<file path="src/hw/rtl/fpid_pkg.sv">
// Shared types and constants for the floating-point instruction decoder.
// No dependencies; used by every module of the block.
package fpid_pkg;

  // Field widths
  localparam int unsigned WordW  = 32;
  localparam int unsigned OpIdW  = 6;
  localparam int unsigned RegW   = 5;
  localparam int unsigned RmW    = 3;
  localparam int unsigned LenW   = 3;
  localparam int unsigned OpcW   = 7;
  localparam int unsigned F7W    = 7;

  // Instruction lengths in bytes
  localparam logic [LenW-1:0] LEN_SHORT = 3'd2;
  localparam logic [LenW-1:0] LEN_WORD  = 3'd4;

  // Status codes
  localparam logic STAT_LOCAL   = 1'b0;
  localparam logic STAT_FOREIGN = 1'b1;

  // Major opcodes decoded here
  localparam logic [OpcW-1:0] OPC_MADD   = 7'h43;
  localparam logic [OpcW-1:0] OPC_MSUB   = 7'h47;
  localparam logic [OpcW-1:0] OPC_NMSUB  = 7'h4B;
  localparam logic [OpcW-1:0] OPC_NMADD  = 7'h4F;
  localparam logic [OpcW-1:0] OPC_OP_FP  = 7'h53;

  // Major opcodes handed to other decoders
  localparam logic [OpcW-1:0] OPC_LOAD      = 7'h03;
  localparam logic [OpcW-1:0] OPC_LOAD_FP   = 7'h07;
  localparam logic [OpcW-1:0] OPC_MISC_MEM  = 7'h0F;
  localparam logic [OpcW-1:0] OPC_OP_IMM    = 7'h13;
  localparam logic [OpcW-1:0] OPC_AUIPC     = 7'h17;
  localparam logic [OpcW-1:0] OPC_OP_IMM_32 = 7'h1B;
  localparam logic [OpcW-1:0] OPC_STORE     = 7'h23;
  localparam logic [OpcW-1:0] OPC_STORE_FP  = 7'h27;
  localparam logic [OpcW-1:0] OPC_AMO       = 7'h2F;
  localparam logic [OpcW-1:0] OPC_OP        = 7'h33;
  localparam logic [OpcW-1:0] OPC_LUI       = 7'h37;
  localparam logic [OpcW-1:0] OPC_OP_32     = 7'h3B;
  localparam logic [OpcW-1:0] OPC_BRANCH    = 7'h63;
  localparam logic [OpcW-1:0] OPC_JALR      = 7'h67;
  localparam logic [OpcW-1:0] OPC_JAL       = 7'h6F;
  localparam logic [OpcW-1:0] OPC_SYSTEM    = 7'h73;

  // OP-FP funct7 codes
  localparam logic [F7W-1:0] F7_FADD_S   = 7'h00;
  localparam logic [F7W-1:0] F7_FADD_D   = 7'h01;
  localparam logic [F7W-1:0] F7_FSUB_S   = 7'h04;
  localparam logic [F7W-1:0] F7_FSUB_D   = 7'h05;
  localparam logic [F7W-1:0] F7_FMUL_S   = 7'h08;
  localparam logic [F7W-1:0] F7_FMUL_D   = 7'h09;
  localparam logic [F7W-1:0] F7_FDIV_S   = 7'h0C;
  localparam logic [F7W-1:0] F7_FDIV_D   = 7'h0D;
  localparam logic [F7W-1:0] F7_FSQRT_S  = 7'h2C;
  localparam logic [F7W-1:0] F7_FSQRT_D  = 7'h2D;
  localparam logic [F7W-1:0] F7_FSGNJ_S  = 7'h10;
  localparam logic [F7W-1:0] F7_FSGNJ_D  = 7'h11;
  localparam logic [F7W-1:0] F7_FMINMAX_S = 7'h14;
  localparam logic [F7W-1:0] F7_FMINMAX_D = 7'h15;
  localparam logic [F7W-1:0] F7_FCVT_S_D = 7'h20;
  localparam logic [F7W-1:0] F7_FCVT_D_S = 7'h21;
  localparam logic [F7W-1:0] F7_FCVT_X_S = 7'h60;
  localparam logic [F7W-1:0] F7_FCVT_X_D = 7'h61;
  localparam logic [F7W-1:0] F7_FMVCLS_S = 7'h70;
  localparam logic [F7W-1:0] F7_FMVCLS_D = 7'h71;
  localparam logic [F7W-1:0] F7_FCMP_S   = 7'h50;
  localparam logic [F7W-1:0] F7_FCMP_D   = 7'h51;
  localparam logic [F7W-1:0] F7_FCVT_S_X = 7'h68;
  localparam logic [F7W-1:0] F7_FCVT_D_X = 7'h69;
  localparam logic [F7W-1:0] F7_FMV_W_X  = 7'h78;
  localparam logic [F7W-1:0] F7_FMV_D_X  = 7'h79;

  // Operation numbers (first member of each group)
  localparam logic [OpIdW-1:0] OP_ILLEGAL  = 6'd0;
  localparam logic [OpIdW-1:0] OP_FMADD_S  = 6'd1;
  localparam logic [OpIdW-1:0] OP_FADD_S   = 6'd9;
  localparam logic [OpIdW-1:0] OP_FADD_D   = 6'd10;
  localparam logic [OpIdW-1:0] OP_FSUB_S   = 6'd11;
  localparam logic [OpIdW-1:0] OP_FSUB_D   = 6'd12;
  localparam logic [OpIdW-1:0] OP_FMUL_S   = 6'd13;
  localparam logic [OpIdW-1:0] OP_FMUL_D   = 6'd14;
  localparam logic [OpIdW-1:0] OP_FDIV_S   = 6'd15;
  localparam logic [OpIdW-1:0] OP_FDIV_D   = 6'd16;
  localparam logic [OpIdW-1:0] OP_FSQRT_S  = 6'd17;
  localparam logic [OpIdW-1:0] OP_FSQRT_D  = 6'd18;
  localparam logic [OpIdW-1:0] OP_FSGNJ_S  = 6'd19;
  localparam logic [OpIdW-1:0] OP_FSGNJ_D  = 6'd22;
  localparam logic [OpIdW-1:0] OP_FMIN_S   = 6'd25;
  localparam logic [OpIdW-1:0] OP_FMIN_D   = 6'd27;
  localparam logic [OpIdW-1:0] OP_FCVT_S_D = 6'd29;
  localparam logic [OpIdW-1:0] OP_FCVT_D_S = 6'd30;
  localparam logic [OpIdW-1:0] OP_FCVT_W_S = 6'd31;
  localparam logic [OpIdW-1:0] OP_FCVT_W_D = 6'd35;
  localparam logic [OpIdW-1:0] OP_FMV_X_W  = 6'd39;
  localparam logic [OpIdW-1:0] OP_FMV_X_D  = 6'd41;
  localparam logic [OpIdW-1:0] OP_FLE_S    = 6'd43;
  localparam logic [OpIdW-1:0] OP_FLE_D    = 6'd46;
  localparam logic [OpIdW-1:0] OP_FCVT_S_W = 6'd49;
  localparam logic [OpIdW-1:0] OP_FCVT_D_W = 6'd53;
  localparam logic [OpIdW-1:0] OP_FMV_W_X  = 6'd57;
  localparam logic [OpIdW-1:0] OP_FMV_D_X  = 6'd58;

  // One decoded result beat
  typedef struct packed {
    logic              status;
    logic [OpIdW-1:0]  op_id;
    logic [RegW-1:0]   dest_reg;
    logic [RegW-1:0]   src1_reg;
    logic [RegW-1:0]   src2_reg;
    logic [RegW-1:0]   src3_reg;
    logic [RmW-1:0]    round_mode;
    logic [LenW-1:0]   length_bytes;
  } fpid_result_t;

endpackage

</file>
<file path="src/hw/rtl/fpid_opfp_dec.sv">
// OP-FP sub-decoder: maps funct7, rs2 and funct3 to an operation number.
// Depends on fpid_pkg.
module fpid_opfp_dec (
  input  logic [fpid_pkg::F7W-1:0]   funct7,
  input  logic [fpid_pkg::RegW-1:0]  rs2,
  input  logic [fpid_pkg::RmW-1:0]   funct3,
  output logic [fpid_pkg::OpIdW-1:0] op_id
);

  logic [fpid_pkg::OpIdW-1:0] f3_ext;
  logic [fpid_pkg::OpIdW-1:0] rs2_ext;
  logic                       rs2_zero;
  logic                       rs2_low;

  assign f3_ext   = {{(fpid_pkg::OpIdW - fpid_pkg::RmW){1'b0}}, funct3};
  assign rs2_ext  = {1'b0, rs2};
  assign rs2_zero = (rs2 == '0);
  assign rs2_low  = (rs2 <= 5'd3);

  // funct7 selects the group; rs2/funct3 refine or qualify it
  always_comb begin
    op_id = fpid_pkg::OP_ILLEGAL;
    case (funct7)
      fpid_pkg::F7_FADD_S:  op_id = fpid_pkg::OP_FADD_S;
      fpid_pkg::F7_FADD_D:  op_id = fpid_pkg::OP_FADD_D;
      fpid_pkg::F7_FSUB_S:  op_id = fpid_pkg::OP_FSUB_S;
      fpid_pkg::F7_FSUB_D:  op_id = fpid_pkg::OP_FSUB_D;
      fpid_pkg::F7_FMUL_S:  op_id = fpid_pkg::OP_FMUL_S;
      fpid_pkg::F7_FMUL_D:  op_id = fpid_pkg::OP_FMUL_D;
      fpid_pkg::F7_FDIV_S:  op_id = fpid_pkg::OP_FDIV_S;
      fpid_pkg::F7_FDIV_D:  op_id = fpid_pkg::OP_FDIV_D;
      fpid_pkg::F7_FSQRT_S: if (rs2_zero) op_id = fpid_pkg::OP_FSQRT_S;
      fpid_pkg::F7_FSQRT_D: if (rs2_zero) op_id = fpid_pkg::OP_FSQRT_D;
      fpid_pkg::F7_FSGNJ_S: begin
        if (funct3 <= 3'd2) op_id = fpid_pkg::OP_FSGNJ_S + f3_ext;
      end
      fpid_pkg::F7_FSGNJ_D: begin
        if (funct3 <= 3'd2) op_id = fpid_pkg::OP_FSGNJ_D + f3_ext;
      end
      fpid_pkg::F7_FMINMAX_S: begin
        if (funct3 <= 3'd1) op_id = fpid_pkg::OP_FMIN_S + f3_ext;
      end
      fpid_pkg::F7_FMINMAX_D: begin
        if (funct3 <= 3'd1) op_id = fpid_pkg::OP_FMIN_D + f3_ext;
      end
      fpid_pkg::F7_FCVT_S_D: if (rs2 == 5'd1) op_id = fpid_pkg::OP_FCVT_S_D;
      fpid_pkg::F7_FCVT_D_S: if (rs2_zero) op_id = fpid_pkg::OP_FCVT_D_S;
      fpid_pkg::F7_FCVT_X_S: if (rs2_low) op_id = fpid_pkg::OP_FCVT_W_S + rs2_ext;
      fpid_pkg::F7_FCVT_X_D: if (rs2_low) op_id = fpid_pkg::OP_FCVT_W_D + rs2_ext;
      fpid_pkg::F7_FMVCLS_S: begin
        if (rs2_zero && funct3 <= 3'd1) op_id = fpid_pkg::OP_FMV_X_W + f3_ext;
      end
      fpid_pkg::F7_FMVCLS_D: begin
        if (rs2_zero && funct3 <= 3'd1) op_id = fpid_pkg::OP_FMV_X_D + f3_ext;
      end
      fpid_pkg::F7_FCMP_S: if (funct3 <= 3'd2) op_id = fpid_pkg::OP_FLE_S + f3_ext;
      fpid_pkg::F7_FCMP_D: if (funct3 <= 3'd2) op_id = fpid_pkg::OP_FLE_D + f3_ext;
      fpid_pkg::F7_FCVT_S_X: if (rs2_low) op_id = fpid_pkg::OP_FCVT_S_W + rs2_ext;
      fpid_pkg::F7_FCVT_D_X: if (rs2_low) op_id = fpid_pkg::OP_FCVT_D_W + rs2_ext;
      fpid_pkg::F7_FMV_W_X: begin
        if (rs2_zero && funct3 == 3'd0) op_id = fpid_pkg::OP_FMV_W_X;
      end
      fpid_pkg::F7_FMV_D_X: begin
        if (rs2_zero && funct3 == 3'd0) op_id = fpid_pkg::OP_FMV_D_X;
      end
      default: op_id = fpid_pkg::OP_ILLEGAL;
    endcase
  end

endmodule

</file>
<file path="src/hw/rtl/fpid_decode.sv">
// Full word decode: length class, foreign opcodes, fused forms and OP-FP.
// Depends on fpid_pkg and fpid_opfp_dec.
module fpid_decode (
  input  logic [fpid_pkg::WordW-1:0] word,
  output fpid_pkg::fpid_result_t     res
);

  logic [fpid_pkg::OpcW-1:0]  opc;
  logic [fpid_pkg::F7W-1:0]   f7;
  logic [fpid_pkg::RmW-1:0]   f3;
  logic [fpid_pkg::RegW-1:0]  rs2;
  logic [fpid_pkg::OpIdW-1:0] opfp_op;
  logic                       foreign;

  assign opc = word[6:0];
  assign f7  = word[31:25];
  assign f3  = word[14:12];
  assign rs2 = word[24:20];

  fpid_opfp_dec u_opfp (
    .funct7 (f7),
    .rs2    (rs2),
    .funct3 (f3),
    .op_id  (opfp_op)
  );

  // Opcodes owned by the integer/memory/branch/system decoders
  always_comb begin
    case (opc)
      fpid_pkg::OPC_LOAD,   fpid_pkg::OPC_LOAD_FP,   fpid_pkg::OPC_MISC_MEM,
      fpid_pkg::OPC_OP_IMM, fpid_pkg::OPC_AUIPC,     fpid_pkg::OPC_OP_IMM_32,
      fpid_pkg::OPC_STORE,  fpid_pkg::OPC_STORE_FP,  fpid_pkg::OPC_AMO,
      fpid_pkg::OPC_OP,     fpid_pkg::OPC_LUI,       fpid_pkg::OPC_OP_32,
      fpid_pkg::OPC_BRANCH, fpid_pkg::OPC_JALR,      fpid_pkg::OPC_JAL,
      fpid_pkg::OPC_SYSTEM: foreign = 1'b1;
      default:              foreign = 1'b0;
    endcase
  end

  // Result assembly
  always_comb begin
    res              = '0;
    res.status       = fpid_pkg::STAT_LOCAL;
    res.op_id        = fpid_pkg::OP_ILLEGAL;
    res.length_bytes = fpid_pkg::LEN_WORD;
    if (word[1:0] != 2'b11) begin
      // compressed
      res.status       = fpid_pkg::STAT_FOREIGN;
      res.length_bytes = fpid_pkg::LEN_SHORT;
    end else if (word[4:0] == 5'b11111) begin
      // longer-than-32-bit encoding: illegal here
      res.length_bytes = fpid_pkg::LEN_SHORT;
    end else if (foreign) begin
      res.status = fpid_pkg::STAT_FOREIGN;
    end else begin
      res.dest_reg = word[11:7];
      res.src1_reg = word[19:15];
      res.src2_reg = rs2;
      case (opc)
        fpid_pkg::OPC_MADD, fpid_pkg::OPC_MSUB,
        fpid_pkg::OPC_NMSUB, fpid_pkg::OPC_NMADD: begin
          // fmt must be single or double; opcode bits 3:2 pick the flavor
          if (!f7[1]) begin
            res.op_id      = fpid_pkg::OP_FMADD_S + {3'b000, opc[3:2], f7[0]};
            res.src3_reg   = f7[6:2];
            res.round_mode = f3;
          end
        end
        fpid_pkg::OPC_OP_FP: begin
          res.op_id = opfp_op;
          if (opfp_op != fpid_pkg::OP_ILLEGAL) res.round_mode = f3;
        end
        default: res.op_id = fpid_pkg::OP_ILLEGAL;
      endcase
    end
  end

endmodule

</file>
<file path="src/hw/rtl/fp_instruction_decoder.sv">
// Top level of the floating-point instruction decoder: input register,
// decode logic and result register. Depends on fpid_pkg and fpid_decode.
//
//   channel | handshake          | payload
//   --------+--------------------+------------------------------------------
//   in      | in_valid, in_stall | instr_word
//   out     | out_valid,out_stall| status, op_id, dest_reg, src1_reg,
//           |                    | src2_reg, src3_reg, round_mode, length_bytes
//
// One beat per cycle while the output is not stalled; an accepted word passes
// through the input register, then is decoded into the result register.
// Synchronous active-high rst empties both stages.
// A stalled output holds its beat; a word still enters while the input stage
// is empty or moving into the result register.
module fp_instruction_decoder (
  input  logic                              clk,
  input  logic                              rst,
  input  logic                              in_valid,
  output logic                              in_stall,
  input  logic [fpid_pkg::WordW-1:0]        instr_word,
  output logic                              out_valid,
  input  logic                              out_stall,
  output logic                              status,
  output logic [fpid_pkg::OpIdW-1:0]        op_id,
  output logic [fpid_pkg::RegW-1:0]         dest_reg,
  output logic [fpid_pkg::RegW-1:0]         src1_reg,
  output logic [fpid_pkg::RegW-1:0]         src2_reg,
  output logic [fpid_pkg::RegW-1:0]         src3_reg,
  output logic [fpid_pkg::RmW-1:0]          round_mode,
  output logic [fpid_pkg::LenW-1:0]         length_bytes
);

  logic                          word_valid;
  logic [fpid_pkg::WordW-1:0]    word_q;
  logic                          res_valid;
  fpid_pkg::fpid_result_t        res_q;
  fpid_pkg::fpid_result_t        dec_res;
  logic                          res_move;
  logic                          in_take;

  // Stage advance control
  assign res_move = !res_valid || !out_stall;
  assign in_stall = word_valid && !res_move;
  assign in_take  = in_valid && !in_stall;

  fpid_decode u_dec (
    .word (word_q),
    .res  (dec_res)
  );

  // Valid bits
  always_ff @(posedge clk) begin
    if (rst) begin
      word_valid <= 1'b0;
      res_valid  <= 1'b0;
    end else begin
      if (!in_stall) word_valid <= in_valid;
      if (res_move)  res_valid  <= word_valid;
    end
  end

  // Payload registers
  always_ff @(posedge clk) begin
    if (in_take)               word_q <= instr_word;
    if (res_move && word_valid) res_q <= dec_res;
  end

  assign out_valid    = res_valid;
  assign status       = res_q.status;
  assign op_id        = res_q.op_id;
  assign dest_reg     = res_q.dest_reg;
  assign src1_reg     = res_q.src1_reg;
  assign src2_reg     = res_q.src2_reg;
  assign src3_reg     = res_q.src3_reg;
  assign round_mode   = res_q.round_mode;
  assign length_bytes = res_q.length_bytes;

endmodule

</file>
<file path="config.mk">
export PLATFORM = sky130hd
export DESIGN_NAME = fp_instruction_decoder
export DESIGN_NICKNAME = d
export VERILOG_FILES = /design/src/hw/rtl/fpid_pkg.sv /design/src/hw/rtl/fpid_opfp_dec.sv /design/src/hw/rtl/fpid_decode.sv /design/src/hw/rtl/fp_instruction_decoder.sv
export SDC_FILE = /design/constraint.sdc
export NUM_CORES = 1
export LEC_CHECK = 0
export ABC_CLOCK_PERIOD_IN_PS = 6700
export BUFFER_PORTS_ARGS = -buffer_cell sky130_fd_sc_hd__buf_2
export CORE_UTILIZATION = 40
export DETAILED_ROUTE_END_ITERATION = 10
export GPL_TIMING_DRIVEN = 0
export REMOVE_ABC_BUFFERS = 1
export SYNTH_ARGS = -nofsm -noshare
export SYNTH_HDL_FRONTEND = slang
export SYNTH_HIERARCHICAL = 1
export SYNTH_SLANG_ARGS = --single-unit
</file>
<file path="constraint.sdc">
create_clock -name clk -period 6.7 [get_ports clk]
set_clock_uncertainty 0.15 [all_clocks]
set_input_delay 0 -clock clk [delete_from_list [all_inputs] [get_ports clk]]
set_output_delay 0 -clock clk [all_outputs]
set_load 0.05 [all_outputs]
</file>
==> load_flow_metrics.sql, run 1 <==
INSERT INTO impl_metrics (metric_group, metric, value, unit) VALUES
('power_and_ir_drop', 'vdd.ir_drop.worst', '0.0985', 'mV'),
('synthesis', 'syn_inst', '282', ''),
('place', 'hpwlAfterDp', '5.36', 'mm'),
('detailed_routing', 'route.vias.total', '2657', ''),
('cts', 'clock_sinks', '67', ''),
('timing', 'grt_setup_unrepaired', 'no', ''),
('global_route', 'largest_net_degree_at_the_start_of_global_routing', '33', ''),
('synthesis', 'yosys.area.top_type', 'sky130_fd_sc_hd__edfxtp_1', ''),
('synthesis', 'synth.avg_cell_area', '12.4', 'um2'),
('synthesis', 'synthTopCellsByArea', 'sky130_fd_sc_hd__edfxtp_1, sky130_fd_sc_hd__ha_1, sky130_fd_sc_hd__nand2_1', ''),
('floorplan', 'num_rows', '33', ''),
('critical_path', 'timing.rr.start', 'word_q[28]', ''),
('floorplan', 'die_height', '95.6', 'um'),
('synthesis', 'yosysUniqueCellTypes', '64', ''),
('detailed_routing', 'routedWlPerCell', '15.9', 'um'),
('detailed_routing', 'first_pass_iteration_count_of_the_detailed_router', '5', ''),
('timing', 'max_freq', '323', 'MHz'),
('global_route', 'grt_remaining_overflow', '0', ''),
('detailed_routing', 'antenna_violating_nets_post_route', '0', ''),
('cells_and_area', 'largest_register_ffs', '32', ''),
('synthesis', 'most_instantiated_flip_flop_cell_in_the_synthesis_netlist', 'sky130_fd_sc_hd__edfxtp_1', ''),
('cts', 'clock_tree.buffer_depth', '2', ''),
('cells_and_area', 'filler_cell_count', '764', ''),
('floorplan', 'dieWidth', '95.6', 'um'),
('synthesis', 'synth_edf_count', '65', ''),
('synthesis', 'seq_area_frac_synth', '0.569', ''),
('timing', 'slew_viol_final', '0', ''),
('global_route', 'first_pass_grt_wire_length', '13.0', 'mm'),
('critical_path', 'timing.critical_path.from_type', 'flip-flop', ''),
('global_route', 'grt_pass1_vias', '2604', ''),
('floorplan', 'fp.dieArea', '9140', 'um2'),
('synthesis', 'synth.top_cell.area_share', '0.557', ''),
('global_route', 'grtUsageTotal', '0.190', ''),
('cts', 'cts_root_buf', 'sky130_fd_sc_hd__clkbuf_8', ''),
('critical_path', 'timing.setup.critical_path_class', 'flip-flop to flip-flop', ''),
('timing', 'max_slew.worst_pin.slew', '0.948', 'ns'),
('place', 'routabilityCongestion', '0.898', ''),
('synthesis', 'synth-seq-cells', '67', ''),
('power_and_ir_drop', 'power.density', '220', 'nW/um2'),
('timing', 'timing.slew.headroom', '0.366', ''),
('job', 'timing.max_cap.violations', '0', ''),
('detailed_routing', 'remaining_drc_errors', '0', ''),
('synthesis', 'most_frequent_cell_after_synthesis', 'sky130_fd_sc_hd__edfxtp_1', ''),
('global_route', 'antenna_found_initial', '0', ''),
('cells_and_area', 'n_antenna_cell', '0', ''),
('cells_and_area', 'sequential_cell_area', '1990', 'um2'),
('hold_path', 'holdCritStartpoint', 'in_valid', ''),
('cells_and_area', 'multi_input_comb_area', '1400', 'um2'),
('synthesis', 'yosys_warnings', '6', ''),
('critical_path', 'timing.critical_path.from', 'word_q[28]', ''),
('cells_and_area', 'syn2layout_area_growth', '28.4', '%'),
('floorplan', 'effective_utilization_at_floorplan', '0.420', ''),
('cts', 'worstSkewPairLatency', '0.35', 'ns'),
('critical_path', 'timing.critical_path.to_type', 'flip-flop', ''),
('synthesis', 'asyncSetResetFlopFracSynth', '0', ''),
('synthesis', 'ys_top_cells_by_count', 'sky130_fd_sc_hd__edfxtp_1, sky130_fd_sc_hd__nand2_1, sky130_fd_sc_hd__nor2_1', ''),
('detailed_routing', 'finalWirelength', '7.93', 'mm'),
('power_and_ir_drop', 'totalPowerFinal', '988', 'uW'),
('synthesis', 'synth_area', '3500', 'um2'),
('cells_and_area', 'max_flop_register', 'word_q', ''),
('critical_path', 'crit_arrival', '3.04', 'ns'),
('cts', 'path_clk_slew', '0.08', 'ns'),
('cts', 'postCtsResizedCells', '0', ''),
('floorplan', 'floorplan.core_area', '8340', 'um2'),
('timing', 'setup-tns-final', '0', 'ns'),
('cells_and_area', 'final_nets', '437', ''),
('timing', 'number_of_endpoints_with_negative_hold_slack_in_the_final_report', '0', ''),
('outcome', 'status', 'complete, no violations', ''),
('critical_path', 'path_max_fanout', '22', ''),
('place', 'numPortBuffers', '70', ''),
('timing', 'finalSetupViolations', '0', '');
## final timing paths
path              endpoint  slack (ns)  cells past startpoint
max reg2reg  round_mode[1]        3.60                      9
min reg2reg      out_valid        0.38                      2
max          round_mode[1]        3.60                      9
min              word_q[9]        0.11                      3
## per-layer routing
layer,track usage,up-vias,share of wire
met2,0.305,93,0.48
li1,-,1288,-
met5,0,-,0
met1,0.249,1259,0.45
met4,0.0871,0,0.025
met3,0.0343,17,0.045
## power breakdown
| part | switching (uW) | internal (uW) | total (uW) |
|---|---|---|---|
| Combinational | 81.6 | 50.6 | 132 |
| Sequential | 24.1 | 484 | 508 |
| Clock | 171 | 176 | 347 |
## worst max-delay path, stage by stage, from the launching register on
cell and delay [ns]:
sky130_fd_sc_hd__edfxtp_1 0.86, sky130_fd_sc_hd__nor4b_1 0.22, sky130_fd_sc_hd__nor3b_2 0.26, sky130_fd_sc_hd__a32oi_1 0.24, sky130_fd_sc_hd__o2111ai_1 0.14, sky130_fd_sc_hd__a211o_2 0.36
sky130_fd_sc_hd__nor4_1 0.26, sky130_fd_sc_hd__nand2_1 0.10, sky130_fd_sc_hd__a21oi_2 0.19, sky130_fd_sc_hd__nor2b_1 0.06
## per-stage QoR
step	setup WS, ns	hold WS (ns)	cell area, um2	cells	util
2_1_floorplan	3.09	-0.0876	3430	271	-
3_3_place_gp	2.35	0.0266	3910	446	0.469
3_5_place_dp	3.65	0.0281	3950	447	0.473
4_1_cts	3.63	0.111	4500	498	0.539
5_1_grt	3.41	0.138	4500	498	0.539
6_report	3.60	0.110	4500	498	0.539
## area by class of cell
cell class,instances,share of cell area
Clock buffer,10,0.0284
Sequential cell,67,0.443
Inverter,14,0.0117
Tap cell,105,0.0292
Clock inverter,6,0.0159
Timing Repair Buffer,106,0.160
Multi-Input combinational cell,190,0.312
## repair_timing
item                                    CTS  global route
endpoints found under the hold margin    39             0
hold buffers                             35             0
endpoints found under the setup margin    0             0
## cell families (layout without fill, tap and decap cells)
kind of cell	count (synthesis)	count (layout)	share of synthesized area
muxes	4	4	0.0114
adders and majority gates	15	15	0.0525
buffers and inverters	25	136	0.0368
AOI/OAI and AO/OA	52	52	0.110
and+or+nand+nor	111	111	0.202
DFF	67	67	0.569
xor gates and xnor gates	7	7	0.0175
other	1	1	0.00107
## cells in the final DEF (no fill, tap or decap), drive strengths merged, types with 4 or more instances in the layout
master / instances
o21ai: 9
dlygate4sd3: 35
a31oi: 4
nand3: 10
and3: 4
nor4: 7
and2: 9
nor3b: 4
nand2b: 4
a211oi: 4
clkbuf: 10
xor2: 4
nand2: 18
ha: 13
nor2: 15
buf: 71
edfxtp: 65
nand4: 7
mux2i: 4
nor2b: 14
inv: 17
and2b: 5
a21oi: 8
Power figures use the tool's default switching activity.
==> inputs of run 2 (changes only) <==
Settings changed: ABC_CLOCK_PERIOD_IN_PS 6700 to 2740.
Clock period 6.7 ns to 2.74 ns, I/O delays scaled along.
==> load_flow_metrics.sql, run 2 (synthesized netlist as in run 1, its figures left out) <==
INSERT INTO impl_metrics (metric_group, metric, value, unit) VALUES
('outcome', 'status', 'complete, no violations', ''),
('detailed_routing', 'routed-wl-met3', '449', 'um'),
('cts', 'clock_sinks', '67', ''),
('timing', 'number_of_endpoints_with_negative_hold_slack_in_the_final_report', '0', ''),
('power_and_ir_drop', 'vdd.ir_drop.worst', '0.241', 'mV'),
('cells_and_area', 'instances_no_fill', '529', ''),
('cells_and_area', 'post-route-util', '0.579', ''),
('cts', 'clock_tree.htree_level_count', '3', ''),
('global_route', 'grt_remaining_overflow', '0', ''),
('job', 'timing.max_cap.violations', '0', ''),
('detailed_routing', 'met2_wire_length', '4.20', 'mm'),
('detailed_routing', 'routed.top_layer', 'met4', ''),
('timing', 'final.period_utilization', '0.979', ''),
('floorplan', 'fp.dieArea', '9140', 'um2'),
('cells_and_area', 'max_flop_register', 'word_q', ''),
('place', 'post-place-cells', '447', ''),
('global_route', 'first_pass_grt_wire_length', '13.5', 'mm'),
('timing', 'max_freq', '373', 'MHz'),
('timing', 'slew_viol_final', '0', ''),
('critical_path', 'timing.setup.critical_path_class', 'flip-flop to flip-flop', ''),
('detailed_routing', 'route.vias.total', '2802', ''),
('detailed_routing', 'drt_iter0_drc', '181', ''),
('detailed_routing', 'routedWlPerCell', '16.1', 'um'),
('timing', 'finalWorstPathRequiredPeriod', '2.68', 'ns'),
('detailed_routing', 'remaining_drc_errors', '0', ''),
('cts', 'cts_root_buf', 'sky130_fd_sc_hd__clkbuf_8', ''),
('cts', 'tritoncts', 'done', ''),
('detailed_routing', 'detail_route.vias_per_cell', '5.30', ''),
('cts', 'cts-buffers-inserted', '9', ''),
('floorplan', 'effective_utilization_at_floorplan', '0.420', ''),
('cells_and_area', 'n_antenna_cell', '0', ''),
('detailed_routing', 'first_pass_iteration_count_of_the_detailed_router', '4', ''),
('critical_path', 'critical_path_required', '2.68', 'ns'),
('floorplan', 'floorplan.core_area', '8340', 'um2'),
('detailed_routing', 'finalWirelength', '8.50', 'mm'),
('cells_and_area', 'layout_commonest_cell', 'sky130_fd_sc_hd__buf_2', ''),
('floorplan', 'dieWidth', '95.6', 'um'),
('global_route', 'grt_pass1_vias', '2726', ''),
('timing', 'finalSetupViolations', '0', ''),
('global_route', 'largest_net_degree_at_the_start_of_global_routing', '33', ''),
('cts', 'clock_tree.buffer_depth', '2', ''),
('cells_and_area', 'syn2layout_area_growth', '37.8', '%'),
('cts', 'path_clk_slew', '0.08', 'ns'),
('cells_and_area', 'final_layout_size_suffix_gt1_frac', '0.356', ''),
('hold_path', 'worstHoldPathType', 'input port to flip-flop', ''),
('timing', 'max_slew.worst_pin.slew', '0.970', 'ns'),
('global_route', 'grtUsageTotal', '0.199', ''),
('place', 'pre_cts_slack', '-0.309', 'ns'),
('floorplan', 'die_height', '95.6', 'um'),
('floorplan', 'num_rows', '33', ''),
('cells_and_area', 'final_nets', '468', ''),
('timing', 'hold_ws', '0.116', 'ns'),
('global_route', 'antenna_found_initial', '0', ''),
('detailed_routing', 'wirelength_met1', '3.73', 'mm'),
('critical_path', 'crit_arrival', '2.63', 'ns'),
('critical_path', 'timing.critical_path.to_type', 'flip-flop', ''),
('place', 'numPortBuffers', '70', ''),
('timing', 'timing.slew.headroom', '0.352', ''),
('cells_and_area', 'mostFrequentLayoutCells', 'sky130_fd_sc_hd__buf_2, sky130_fd_sc_hd__edfxtp_1, sky130_fd_sc_hd__dlygate4sd3_1', ''),
('power_and_ir_drop', 'cellLeakagePower', '0.00188', 'uW'),
('place', 'routabilityCongestion', '0.898', ''),
('critical_path', 'timing.critical_path.from_type', 'flip-flop', ''),
('cts', 'worstSkewPairLatency', '0.35', 'ns'),
('critical_path', 'path_max_fanout', '5', ''),
('detailed_routing', 'antenna_violating_nets_post_route', '0', ''),
('power_and_ir_drop', 'totalPowerFinal', '2470', 'uW'),
('place', 'hpwlAfterDp', '5.36', 'mm'),
('floorplan', 'top_level_ports', '71', ''),
('timing', 'finalWorstSetupSlack', '0.0573', 'ns'),
('cells_and_area', 'largest_register_ffs', '32', ''),
('power_and_ir_drop', 'power.density', '511', 'nW/um2');
run 2: worst max-delay path: stages (launching register included):
cell	delay [ns]
sky130_fd_sc_hd__edfxtp_1	0.42
sky130_fd_sc_hd__inv_2	0.10
sky130_fd_sc_hd__ha_1	0.18
sky130_fd_sc_hd__o21bai_4	0.19
sky130_fd_sc_hd__and2_4	0.19
sky130_fd_sc_hd__buf_4	0.15
sky130_fd_sc_hd__a41oi_1	0.21
sky130_fd_sc_hd__nand4b_1	0.18
sky130_fd_sc_hd__nor4_2	0.31
sky130_fd_sc_hd__nand2_1	0.09
sky130_fd_sc_hd__a21oi_2	0.19
sky130_fd_sc_hd__nor2b_1	0.07
run 2: per-layer routing:
layer  global-route usage  vias up
met5                    0        -
li1                     -     1352
met2                0.327      107
met4               0.0920        0
met1                0.252     1332
met3               0.0375       11
run 2: final cells by class:
type | count | area, um2
multi-input combinational | 190 | 1500
tap | 105 | 131
inverter | 14 | 52.6
clock inverter | 6 | 71.3
timing repair buffer | 137 | 957
sequential | 67 | 1990
clock buffer | 10 | 128
fill | 722 | 3510
run 2: final timing paths:
kind,cells after the start,startpoint,endpoint,slack (ns)
min,3,in_valid,word_q[9],0.12
max reg2reg,11,word_q[13],round_mode[0],0.06
min reg2reg,2,word_valid,out_valid,0.38
max,11,word_q[13],round_mode[0],0.06
run 2: what timing repair did:
action	4_1_cts	5_1_grt
buffers inserted	19	12
endpoints found under the setup margin	3	3
pin swaps	3	7
resized for setup	6	15
endpoints found under the hold margin	39	0
hold buffers	35	0
run 2: metrics by stage:
stage	TNS, ns	area, um2
4_1_cts	0	4650
3_5_place_dp	-0.921	3950
3_3_place_gp	-64.90	3910
5_1_grt	-0.0861	4830
6_report	0	4830
2_1_floorplan	-32.65	3430
run 2: power by group:
part,internal (uW),leakage [uW],switching [uW]
registers,1180,0.000624,39.1
logic,158,0.00116,237
clock network,430,0.0000939,417
total,1770,0.00188,694
